File: src/rtl/sha256_hash_engine_core_macros.svh
// Assertion macros for the SHA-256 hash engine.
// Used by rtl/sha256_hash_engine_core.sv; no other dependencies.
`ifndef SHA256_HASH_ENGINE_CORE_MACROS_SVH
`define SHA256_HASH_ENGINE_CORE_MACROS_SVH
`ifndef SYNTH
`define SHA_ASSERT_IMP(label, clk, rst_n, ante, cons) \
    label: assert property (@(posedge clk) disable iff (!rst_n) (ante) |-> (cons)) \
        else $error("assertion failed");
`define SHA_ASSERT_NXT(label, clk, rst_n, ante, cons) \
    label: assert property (@(posedge clk) disable iff (!rst_n) (ante) |=> (cons)) \
        else $error("assertion failed");
`else
`define SHA_ASSERT_IMP(label, clk, rst_n, ante, cons)
`define SHA_ASSERT_NXT(label, clk, rst_n, ante, cons)
`endif
`endif

File: src/rtl/sha_pkg.sv
// Package for the SHA-256 hash engine: round constants, initial hash, FSM type.
// No dependencies.
`timescale 1ns / 1ps
`default_nettype none
package sha_pkg;
    localparam int unsigned BlockBytes = 64;
    localparam int unsigned Rounds     = 64;

    typedef enum logic [2:0] {
        ST_IDLE,
        ST_PAD,
        ST_LOAD,
        ST_ROUND,
        ST_FOLD,
        ST_OUT
    } t_state;

    function automatic logic [31:0] f_k(input logic [5:0] i);
        logic [31:0] k;
        begin
            unique case (i)
                6'd0: k = 32'h428a2f98;  6'd1: k = 32'h71374491;
                6'd2: k = 32'hb5c0fbcf;  6'd3: k = 32'he9b5dba5;
                6'd4: k = 32'h3956c25b;  6'd5: k = 32'h59f111f1;
                6'd6: k = 32'h923f82a4;  6'd7: k = 32'hab1c5ed5;
                6'd8: k = 32'hd807aa98;  6'd9: k = 32'h12835b01;
                6'd10: k = 32'h243185be; 6'd11: k = 32'h550c7dc3;
                6'd12: k = 32'h72be5d74; 6'd13: k = 32'h80deb1fe;
                6'd14: k = 32'h9bdc06a7; 6'd15: k = 32'hc19bf174;
                6'd16: k = 32'he49b69c1; 6'd17: k = 32'hefbe4786;
                6'd18: k = 32'h0fc19dc6; 6'd19: k = 32'h240ca1cc;
                6'd20: k = 32'h2de92c6f; 6'd21: k = 32'h4a7484aa;
                6'd22: k = 32'h5cb0a9dc; 6'd23: k = 32'h76f988da;
                6'd24: k = 32'h983e5152; 6'd25: k = 32'ha831c66d;
                6'd26: k = 32'hb00327c8; 6'd27: k = 32'hbf597fc7;
                6'd28: k = 32'hc6e00bf3; 6'd29: k = 32'hd5a79147;
                6'd30: k = 32'h06ca6351; 6'd31: k = 32'h14292967;
                6'd32: k = 32'h27b70a85; 6'd33: k = 32'h2e1b2138;
                6'd34: k = 32'h4d2c6dfc; 6'd35: k = 32'h53380d13;
                6'd36: k = 32'h650a7354; 6'd37: k = 32'h766a0abb;
                6'd38: k = 32'h81c2c92e; 6'd39: k = 32'h92722c85;
                6'd40: k = 32'ha2bfe8a1; 6'd41: k = 32'ha81a664b;
                6'd42: k = 32'hc24b8b70; 6'd43: k = 32'hc76c51a3;
                6'd44: k = 32'hd192e819; 6'd45: k = 32'hd6990624;
                6'd46: k = 32'hf40e3585; 6'd47: k = 32'h106aa070;
                6'd48: k = 32'h19a4c116; 6'd49: k = 32'h1e376c08;
                6'd50: k = 32'h2748774c; 6'd51: k = 32'h34b0bcb5;
                6'd52: k = 32'h391c0cb3; 6'd53: k = 32'h4ed8aa4a;
                6'd54: k = 32'h5b9cca4f; 6'd55: k = 32'h682e6ff3;
                6'd56: k = 32'h748f82ee; 6'd57: k = 32'h78a5636f;
                6'd58: k = 32'h84c87814; 6'd59: k = 32'h8cc70208;
                6'd60: k = 32'h90befffa; 6'd61: k = 32'ha4506ceb;
                6'd62: k = 32'hbef9a3f7; 6'd63: k = 32'hc67178f2;
                default: k = 32'h0;
            endcase
            return k;
        end
    endfunction

    function automatic logic [31:0] f_h0(input logic [2:0] i);
        logic [31:0] h;
        begin
            unique case (i)
                3'd0: h = 32'h6a09e667; 3'd1: h = 32'hbb67ae85;
                3'd2: h = 32'h3c6ef372; 3'd3: h = 32'ha54ff53a;
                3'd4: h = 32'h510e527f; 3'd5: h = 32'h9b05688c;
                3'd6: h = 32'h1f83d9ab; 3'd7: h = 32'h5be0cd19;
                default: h = 32'h0;
            endcase
            return h;
        end
    endfunction

    function automatic logic [31:0] f_rotr(input logic [31:0] x, input int unsigned n);
        return (x >> n) | (x << (32 - n));
    endfunction
endpackage
`default_nettype wire

File: src/rtl/sha_ram.sv
// Generic single-port-write, single-port-read RAM with registered read.
// No dependencies.
`timescale 1ns / 1ps
`default_nettype none
module sha_ram #(
    parameter int unsigned Width = 8,
    parameter int unsigned Depth = 64
) (
    input  wire logic                     i_clk,
    input  wire logic                     i_we,
    input  wire logic [$clog2(Depth)-1:0] i_waddr,
    input  wire logic [Width-1:0]         i_wdata,
    input  wire logic [$clog2(Depth)-1:0] i_raddr,
    output logic      [Width-1:0]         o_rdata
);
    logic [Width-1:0] r_mem [Depth];

    // write port and registered read port
    always_ff @(posedge i_clk) begin
        if (i_we) begin
            r_mem[i_waddr] <= i_wdata;
        end
        o_rdata <= r_mem[i_raddr];
    end
endmodule
`default_nettype wire

File: src/rtl/sha256_hash_engine_core.sv
// SHA-256 engine top level: byte gathering, padding, 64-round compression.
// Depends on sha_pkg, sha_ram and sha256_hash_engine_core_macros.svh.
// Bytes stream in one per cycle into a 64-byte block memory. When a block fills, or on the
// end mark, the engine stops accepting requests and compresses the block: the padding pass
// writes one byte per cycle up to the end of the block, then 16 message words are read from
// the block memory, one byte per cycle, the 64 rounds run at one per cycle, each consuming
// a schedule word kept in a 16-word window, and the eight hash words are folded back. A full
// block costs 64 accepted bytes plus the load, round and fold passes; the end mark adds the
// pad pass and up to one extra block before the eight digest words leave, one request each.
`timescale 1ns / 1ps
`default_nettype none
`include "sha256_hash_engine_core_macros.svh"
module sha256_hash_engine_core
    import sha_pkg::*;
(
    input  wire logic        i_clk,
    input  wire logic        i_rst_n,
    input  wire logic        s_axis_tvalid,
    output logic             s_axis_tready,
    input  wire logic [7:0]  s_axis_tdata,  // [7:0] data_byte
    input  wire logic        s_axis_tuser,  // has_byte
    input  wire logic        s_axis_tlast,  // is_last
    output logic             m_axis_tvalid,
    input  wire logic        m_axis_tready,
    output logic [39:0]      m_axis_tdata,  // [31:0] digest_word, [34:32] word_index, pad
    output logic             m_axis_tlast   // last_word
);
    t_state r_state, n_state;

    logic [5:0]  r_fill;
    logic [63:0] r_bits;
    logic        r_final;       // finishing the message
    logic        r_two;         // length goes in a second block
    logic        r_lenblk;      // current pad block carries the length
    logic [6:0]  r_cnt;         // pad / load / round counter
    logic [31:0] r_hash [8];
    logic [31:0] r_v [8];
    logic [31:0] r_w [16];
    logic [2:0]  r_oidx;

    // block memory signals
    logic        mem_we;
    logic [5:0]  mem_waddr, mem_raddr;
    logic [7:0]  mem_wdata, mem_rdata;
    logic        r_rd_vld;
    logic [5:0]  r_rd_addr;

    sha_ram #(.Width(8), .Depth(BlockBytes)) u_block_ram (
        .i_clk  (i_clk),
        .i_we   (mem_we),
        .i_waddr(mem_waddr),
        .i_wdata(mem_wdata),
        .i_raddr(mem_raddr),
        .o_rdata(mem_rdata)
    );

    logic acc_in;
    assign s_axis_tready = (r_state == ST_IDLE);
    assign acc_in = s_axis_tvalid && s_axis_tready;

    // padding byte for the current pad position
    logic [7:0] pad_byte;
    logic [5:0] pad_pos;
    assign pad_pos = r_cnt[5:0];
    always_comb begin
        pad_byte = 8'h00;
        if (r_lenblk && pad_pos >= 6'd56) begin
            pad_byte = r_bits[8'(7 - (pad_pos - 6'd56)) * 8 +: 8];
        end
        if (!r_lenblk && pad_pos == r_fill) begin
            pad_byte = 8'h80;
        end
        if (r_lenblk && !r_two && pad_pos == r_fill) begin
            pad_byte = 8'h80;
        end
    end

    // memory port steering
    always_comb begin
        mem_we    = 1'b0;
        mem_waddr = r_fill;
        mem_wdata = s_axis_tdata;
        mem_raddr = r_cnt[5:0];
        if (acc_in && s_axis_tuser) begin
            mem_we = 1'b1;
        end
        if (r_state == ST_PAD) begin
            mem_we    = 1'b1;
            mem_waddr = pad_pos;
            mem_wdata = pad_byte;
        end
    end

    // round logic
    logic [31:0] s1, ch, t1, s0, mj, wt, ws0, ws1, wnew;
    always_comb begin
        wt  = r_w[0];
        s1  = f_rotr(r_v[4], 6) ^ f_rotr(r_v[4], 11) ^ f_rotr(r_v[4], 25);
        ch  = (r_v[4] & r_v[5]) ^ (~r_v[4] & r_v[6]);
        t1  = r_v[7] + s1 + ch + f_k(r_cnt[5:0]) + wt;
        s0  = f_rotr(r_v[0], 2) ^ f_rotr(r_v[0], 13) ^ f_rotr(r_v[0], 22);
        mj  = (r_v[0] & r_v[1]) ^ (r_v[0] & r_v[2]) ^ (r_v[1] & r_v[2]);
        ws0 = f_rotr(r_w[1], 7) ^ f_rotr(r_w[1], 18) ^ (r_w[1] >> 3);
        ws1 = f_rotr(r_w[14], 17) ^ f_rotr(r_w[14], 19) ^ (r_w[14] >> 10);
        wnew = ws1 + r_w[9] + ws0 + r_w[0];
    end

    logic done_in;
    assign done_in = (r_state == ST_OUT) && m_axis_tready && (r_oidx == 3'd7);

    // next state
    always_comb begin
        n_state = r_state;
        unique case (r_state)
            ST_IDLE: begin
                if (acc_in && s_axis_tuser && r_fill == 6'd63) begin
                    n_state = ST_LOAD;
                end else if (acc_in && s_axis_tlast) begin
                    n_state = ST_PAD;
                end
            end
            ST_PAD:   if (r_cnt == 7'd63) n_state = ST_LOAD;
            ST_LOAD:  if (r_cnt == 7'd64) n_state = ST_ROUND;
            ST_ROUND: if (r_cnt == 7'd63) n_state = ST_FOLD;
            ST_FOLD: begin
                if (r_final && r_lenblk) begin
                    n_state = ST_OUT;
                end else if (r_final) begin
                    n_state = ST_PAD;
                end else begin
                    n_state = ST_IDLE;
                end
            end
            ST_OUT:   if (done_in) n_state = ST_IDLE;
            default:  n_state = ST_IDLE;
        endcase
    end

    always_ff @(posedge i_clk) begin
        if (!i_rst_n) begin
            r_state <= ST_IDLE;
        end else begin
            r_state <= n_state;
        end
    end

    // control and datapath registers
    always_ff @(posedge i_clk) begin
        if (!i_rst_n) begin
            r_fill   <= '0;
            r_bits   <= '0;
            r_final  <= 1'b0;
            r_two    <= 1'b0;
            r_lenblk <= 1'b0;
            r_cnt    <= '0;
            r_oidx   <= '0;
            r_rd_vld <= 1'b0;
            for (int i = 0; i < 8; i++) r_hash[i] <= f_h0(3'(i));
        end else begin
            r_rd_vld  <= (r_state == ST_LOAD) && (r_cnt < 7'd64);
            r_rd_addr <= r_cnt[5:0];
            unique case (r_state)
                ST_IDLE: begin
                    r_cnt <= '0;
                    if (acc_in) begin
                        logic [5:0] f;
                        logic [63:0] b;
                        f = r_fill;
                        b = r_bits;
                        if (s_axis_tuser) begin
                            f = r_fill + 6'd1;
                            b = r_bits + 64'd8;
                        end
                        r_fill <= f;
                        r_bits <= b;
                        if (s_axis_tlast) begin
                            r_final  <= 1'b1;
                            r_two    <= (f >= 6'd56);
                            r_lenblk <= (f < 6'd56);
                            if (s_axis_tuser && f == 6'd0) begin
                                r_two    <= 1'b0;
                                r_lenblk <= 1'b0;
                            end
                        end
                        // a full block with end mark: pad block follows that carries length
                        if (s_axis_tuser && r_fill == 6'd63) begin
                            r_cnt <= '0;
                        end else if (s_axis_tlast) begin
                            r_cnt <= {1'b0, f};
                        end
                    end
                end
                ST_PAD:  r_cnt <= (r_cnt == 7'd63) ? 7'd0 : r_cnt + 7'd1;
                ST_LOAD: begin
                    r_cnt <= (r_cnt == 7'd64) ? 7'd0 : r_cnt + 7'd1;
                    if (r_cnt == 7'd0) begin
                        for (int i = 0; i < 8; i++) r_v[i] <= r_hash[i];
                    end
                    if (r_rd_vld) begin
                        // a new word starts: push the finished one down the window
                        if (r_rd_addr[1:0] == 2'd0) begin
                            for (int i = 0; i < 15; i++) r_w[i] <= r_w[i + 1];
                        end
                        r_w[15] <= {r_w[15][23:0], mem_rdata};
                    end
                end
                ST_ROUND: begin
                    r_cnt <= (r_cnt == 7'd63) ? 7'd0 : r_cnt + 7'd1;
                    for (int i = 0; i < 15; i++) r_w[i] <= r_w[i + 1];
                    r_w[15] <= wnew;
                    r_v[7] <= r_v[6];
                    r_v[6] <= r_v[5];
                    r_v[5] <= r_v[4];
                    r_v[4] <= r_v[3] + t1;
                    r_v[3] <= r_v[2];
                    r_v[2] <= r_v[1];
                    r_v[1] <= r_v[0];
                    r_v[0] <= t1 + s0 + mj;
                end
                ST_FOLD: begin
                    for (int i = 0; i < 8; i++) r_hash[i] <= r_hash[i] + r_v[i];
                    r_cnt <= '0;
                    if (r_final && !r_lenblk) begin
                        // next pad block carries the length; 0x80 only if not yet placed
                        r_lenblk <= 1'b1;
                    end
                end
                ST_OUT: begin
                    if (m_axis_tready) begin
                        r_oidx <= r_oidx + 3'd1;
                        if (r_oidx == 3'd7) begin
                            for (int i = 0; i < 8; i++) r_hash[i] <= f_h0(3'(i));
                            r_fill   <= '0;
                            r_bits   <= '0;
                            r_final  <= 1'b0;
                            r_two    <= 1'b0;
                            r_lenblk <= 1'b0;
                        end
                    end
                end
                default: r_cnt <= '0;
            endcase
        end
    end

    // output channel
    assign m_axis_tvalid = (r_state == ST_OUT);
    assign m_axis_tdata  = {5'd0, r_oidx, r_hash[r_oidx]};
    assign m_axis_tlast  = (r_oidx == 3'd7);

    `SHA_ASSERT_IMP(a_no_in_busy, i_clk, i_rst_n, r_state != ST_IDLE, !s_axis_tready)
    `SHA_ASSERT_IMP(a_out_only_final, i_clk, i_rst_n, m_axis_tvalid, r_final && r_lenblk)
    `SHA_ASSERT_NXT(a_done_idle, i_clk, i_rst_n, done_in, r_state == ST_IDLE && r_bits == 64'd0)
endmodule
`default_nettype wire
File: config.mk
export PLATFORM = sky130hd
export DESIGN_NAME = sha256_hash_engine_core
export DESIGN_NICKNAME = d
export VERILOG_FILES = /design/src/rtl/sha_pkg.sv /design/src/rtl/sha_ram.sv /design/src/rtl/sha256_hash_engine_core.sv
export VERILOG_INCLUDE_DIRS = /design/src /design/src/rtl
export SDC_FILE = /design/constraint.sdc
export NUM_CORES = 2
export LEC_CHECK = 0
export ABC_AREA = 1
export BUFFER_PORTS_ARGS = -buffer_cell sky130_fd_sc_hd__buf_2
export CORE_UTILIZATION = 40
export CTS_CLUSTER_DIAMETER = 200
export DETAILED_ROUTE_END_ITERATION = 7
export GPL_TIMING_DRIVEN = 0
export PLACE_DENSITY = 0.63
export SYNTH_ARGS = -nofsm -noshare
export SYNTH_HDL_FRONTEND = slang
export SYNTH_SLANG_ARGS = --single-unit
export TNS_END_PERCENT = 10
File: constraint.sdc
create_clock -name i_clk -period 114.8 [get_ports i_clk]
set_clock_uncertainty 0.1 [all_clocks]
set_input_delay 0 -clock i_clk [delete_from_list [all_inputs] [get_ports i_clk]]
set_output_delay 0 -clock i_clk [all_outputs]
set_load 0.005 [all_outputs]
[After elaboration in Yosys (flattened, before gate mapping)]
Memory sizes are Yosys's and may differ from the RTL's. A register that Yosys moved wholly into a read port is not among the register bits.
Cells that the tools add are included.
Cells by class
  add/sub/neg operators: 24
  magnitude comparators: 4
  eq/ne operators: 21
  shift-type cells: 1
  multiplexer cells: 160
  bitwise gates (word level): 67
  reduce and logical (&&, ||, !) cells: 30
Operator list (number)
  $mux 32: 80
  $add 32x32->32: 18
  $xor 32x32->32: 9
  $mux 64: 4
  $and 32x32->32: 5
  $pmux 64 s2: 1
  $mux 6: 13
  $add 64x4->64 const B: 1
  $shiftx 64x12->8: 1
  $mux 1: 41
  $or 1x1->1: 40
  $mux 8: 4
  $not 32->32: 1
  $or 10x32->32: 1
  $or 13x32->32: 1
  $or 14x32->32: 1
  $or 15x32->32: 1
  $or 19x32->32: 1
  $or 21x32->32: 1
  $or 25x32->32: 1
  $or 26x32->32: 1
  $or 30x32->32: 1
  $or 7x32->32: 1
  $xor 32x22->32: 1
  39 further kinds: 78
Storage, ports and cells
  bits in registers: 89
  RAM bits: 1536
  bits in read-only memories: 2048
  input bits: 14
  output and inout port bits: 43
  logic and storage cells: 322
  memories kept: 5
Memories
  (no name shown): depth 64, width 32, rd ports 1, clocked after Yosys merged registers in 1, write ports 0, line sha_pkg.sv:21  | unique case (i)
  r_w: depth 16, width 32, rd ports 16, clocked after Yosys merged registers in 0, write ports 16, line sha256_hash_engine_core.sv:38  | logic [31:0] r_w [16];
  u_block_ram.r_mem: depth 64, width 8, rd ports 1, clocked after Yosys merged registers in 1, write ports 1, line sha_ram.sv:16  | logic [Width-1:0] r_mem [Depth];
  r_hash: depth 8, width 32, rd ports 9, clocked after Yosys merged registers in 1, write ports 8, line sha256_hash_engine_core.sv:36  | logic [31:0] r_hash [8];
  r_v: depth 8, width 32, rd ports 8, clocked after Yosys merged registers in 0, write ports 8, line sha256_hash_engine_core.sv:37  | logic [31:0] r_v [8];

[Longest topological paths before layout]
  depth in word-level cells: 11
  gate-level depth with buffers: 39
  depth with buffers taken out: 38

[Modules after synthesis]
A second synthesis with hierarchy kept.
Second synthesis, totals
  cells, all modules: 11231
  area, all modules: 98338.1 um^2
By module, submodules not included
  sha256_hash_engine_core: times used 1, cells each 9409, area each 77046.4 um^2
  sha_ram: times used 1, cells each 1822, area each 21291.7 um^2

[Worst setup path after synthesis]
Ideal clock, no wire load.
  path type: register to register
  from: reg r_state[0]
  to: mem r_w[0][0] (enable)
  data arrival time: 36.016 ns
  required time: 112.671 ns
  setup slack: 76.655 ns
  stages on the path, launching flop included: 5
  buffers on the path: 1
  path through: dfxtp_1 nor3_2 nand3_1 clkbuf_1 o31ai_1
RTL lines
  start, declared: line sha256_hash_engine_core.sv:28  | t_state r_state, n_state;
  start signal, assigned: line sha256_hash_engine_core.sv:143  | r_state <= n_state;
  end, declared: line sha256_hash_engine_core.sv:38

==> qor.txt <==
status -> finished with violations
failing checks -> max-capacitance violations, max-slew violations
critical path's top delay family -> adder cells
Worst R2R Setup Slack -> 106380 ps
nets -> 12000
core area -> 242000 um^2
Syn Inst Count -> 11100
crit-path max FO -> 6
HP Class -> input pin to flip-flop
achievable frequency -> 119 MHz
Hold Crit Start -> m_axis_tready
Bufs and invs on worst path -> 5
met2 WL post-DR -> 191 mm
IO buf count -> 50
synthesized flop and latch total -> 1665
fin util -> 0.453
CTS clk-pin slew, worst paths -> 60 ps
Synth Cell Area -> 97600 um^2
Ports -> 57
Detail Placement HPWL -> 353 mm
total CTS buffers -> 186
Die H -> 496 um
Fin. Hold Viols -> 0
die area -> 246000 um^2
CP max stage cell -> fa_1
Post CTS Setup Buffer Count -> 0
worst-case reg-to-reg path depth -> 27
largest net degree at the start of global routing -> 65
asr flop ratio synth -> 0
Critical Path Start -> r_v[1][27]
vias in the first global route -> 81500
Stages on worst setup path -> 27
Crit Path Category -> flip-flop to flip-flop
synthesized area per cell -> 8.80 um^2
clock sinks -> 1665
via count -> 88200
crit end category -> flip-flop
register area share after synthesis -> 0.486
slew at the pin closest to its max-slew limit -> 1600 ps
Chip Width -> 496 um
antenna violations before repair -> 27
Total Routing Usage GR -> 0.357
Layout area overhead -> 12.0%
number of flops mapped to enable cells by yosys -> 1410
drt first-iter violations -> 12300
placed cells -> 14400
WL/cell -> 30.4 um
highest routed layer -> met5
Final min period -> 8420 ps
CTS H-tree lvls -> 4
clk_lat worst skew -> 930 ps
FF-to-FF End -> r_v[0][19]
final setup fails -> 0
fillers -> 23700
Pins Over Slew Limit -> 24
DRC viols -> 0
global-route wire length before repair -> 618 mm
ys flop type -> edfxtp_1
Root Buffer -> clkbuf_16
CTS tree -> built
met1 WL -> 179 mm
Warnings, synthesis -> 0
row cnt -> 180
Fin Setup TNS -> 0 ps
crit share post-route -> 0.0734
end of the critical path -> r_v[0][19]
Detail Route met3 WL -> 52.2 mm
Max-cap violations -> 3
Bufs on Longest Clock Path -> 3
WP data arrival -> 8880 ps
slew margin rel. -> -0.0686
remaining global-route overflow -> 0
Final Non-Filler Cells -> 14800
WL final -> 448 mm
unrepaired setup endpoints after global routing -> false
gp weighted congestion -> 1.08
TritonRoute pass-1 iters -> 7
Avg Vias per Cell -> 5.98
Unique masters post-synth -> 63
Crit path required time -> 115260 ps
Largest stage delay, worst path -> 530 ps
DRT antenna net count -> 0
share of cells above drive strength 1 -> 0.0498
Critical R2R Launch -> r_v[1][27]
Startpoint Class -> flip-flop
Initial Util -> 0.404
-- cell usage after synthesis (49+ instances only) --
library cell	n	area share
nand2_1	2328	0.090
edfxtp_1	1410	0.43
inv_1	1170	0.045
o21ai_0	1098	0.056
nor2_1	1071	0.041
a21oi_1	729	0.037
nand3_1	668	0.034
ha_1	397	0.051
clkbuf_1	283	0.011
dfxtp_1	255	0.052
xor2_1	216	0.019
fa_1	195	0.040
xnor2_1	172	0.015
o22ai_1	147	0.0094
nand4_1	139	0.0089
a31oi_1	103	0.0066
nor3_1	98	0.0050
buf_2	68	0.0035
o21bai_1	60	0.0046
a21o_1	50	0.0038
o211ai_1	49	0.0038
-- cell type report --
cell class | instances | area (um^2) | share of cell area
antenna | 18 | 45.0 | 0.000412
buffer | 407 | 1710 | 0.0156
inverter | 1188 | 4460 | 0.0408
clock inverter | 113 | 1360 | 0.0124
clock buffer | 228 | 4880 | 0.0446
tap | 3185 | 3990 | 0.0364
sequential | 1665 | 47400 | 0.434
multi-input combinational | 7842 | 44100 | 0.403
timing repair buffer | 117 | 1390 | 0.0127
-- placed cells by master, fill, tap and decap left out, types with 18 or more instances in the layout --
cell type  instances
nand2_1         2324
edfxtp_1        1410
inv_1           1170
o21ai_0         1096
nor2_1          1071
a21oi_1          729
nand3_1          668
ha_1             397
clkbuf_1         311
dfxtp_1          255
xor2_1           216
fa_1             195
clkbuf_16        186
xnor2_1          172
o22ai_1          147
nand4_1          139
buf_2            118
a31oi_1          103
nor3_1            98
o21bai_1          60
a21o_1            50
o211ai_1          49
o21a_1            43
or2_2             38
a21boi_0          37
nand3b_1          37
buf_1             36
o221ai_1          35
clkinv_2          34
clkinv_1          33
nor4_1            27
buf_8             21
diode_2           18
buf_4             18
-- per-stage QoR --
step / hold slack [ps] / worst slack, ps / area (um^2)
after global routing: 83.4 / 106110 / 109000
after detailed placement: 144 / 106650 / 103000
after CTS: 39.1 / 106590 / 109000
after floorplan: 12.5 / 76650 / 97600
final: 88.4 / 106380 / 109000
after global placement: 137 / 62850 / 102000
-- how the worst min path moves through the flow --
stage                                    to  cells after the start  slack, ps
floorplan                      r_rd_addr[0]                      0         10
global placement               r_rd_addr[1]                      1        140
CTS                               r_oidx[0]                      4         40
global route        u_block_ram.r_mem[8][1]                      3         80
detailed placement             r_rd_addr[0]                      1        140
finish                            r_oidx[0]                      4         90
-- cell families after synthesis --
logic type / share of synthesized area
adder cells (fa/ha/maj): 0.0909
other: 0.0000384
flip-flops: 0.486
AND/OR/NAND/NOR: 0.189
buffers and inverters: 0.0631
AO/OA/AOI/OAI: 0.136
multiplexers: 0.000205
XOR/XNOR: 0.0350
-- what timing repair did --
item                                    4_1_cts  5_1_grt
hold endpoints to repair                    526        0
endpoints found under the setup margin        0        0
hold buffers                                 17        0
gates resized for setup                       0        0
-- state kept, by name, indices dropped and copies added, names as in the netlist, named ones only --
name,cells
r_bits,61
r_cnt,7
r_fill,6
r_final,1
r_hash,256
r_lenblk,1
r_oidx,3
r_rd_addr,2
r_rd_vld,1
r_state,3
r_two,1
r_v,256
r_w,512
u_block_ram.o_rdata,8
u_block_ram.r_mem,512
-- worst min-delay path, cell delays in order --
cell,delay [ps]
dlygate4sd3_1,530
buf_2,180
nand2_1,210
a21oi_1,90
-- layer usage --
metal / track usage / vias to the layer above
met5: 0 / -
met4: 0.172 / 18
met3: 0.0934 / 1087
met2: 0.536 / 5508
met1: 0.478 / 43000
li1: - / 38600
Power is not shown: default switching activity piles up to over one toggle a cycle in this logic, so the estimate is an artifact.
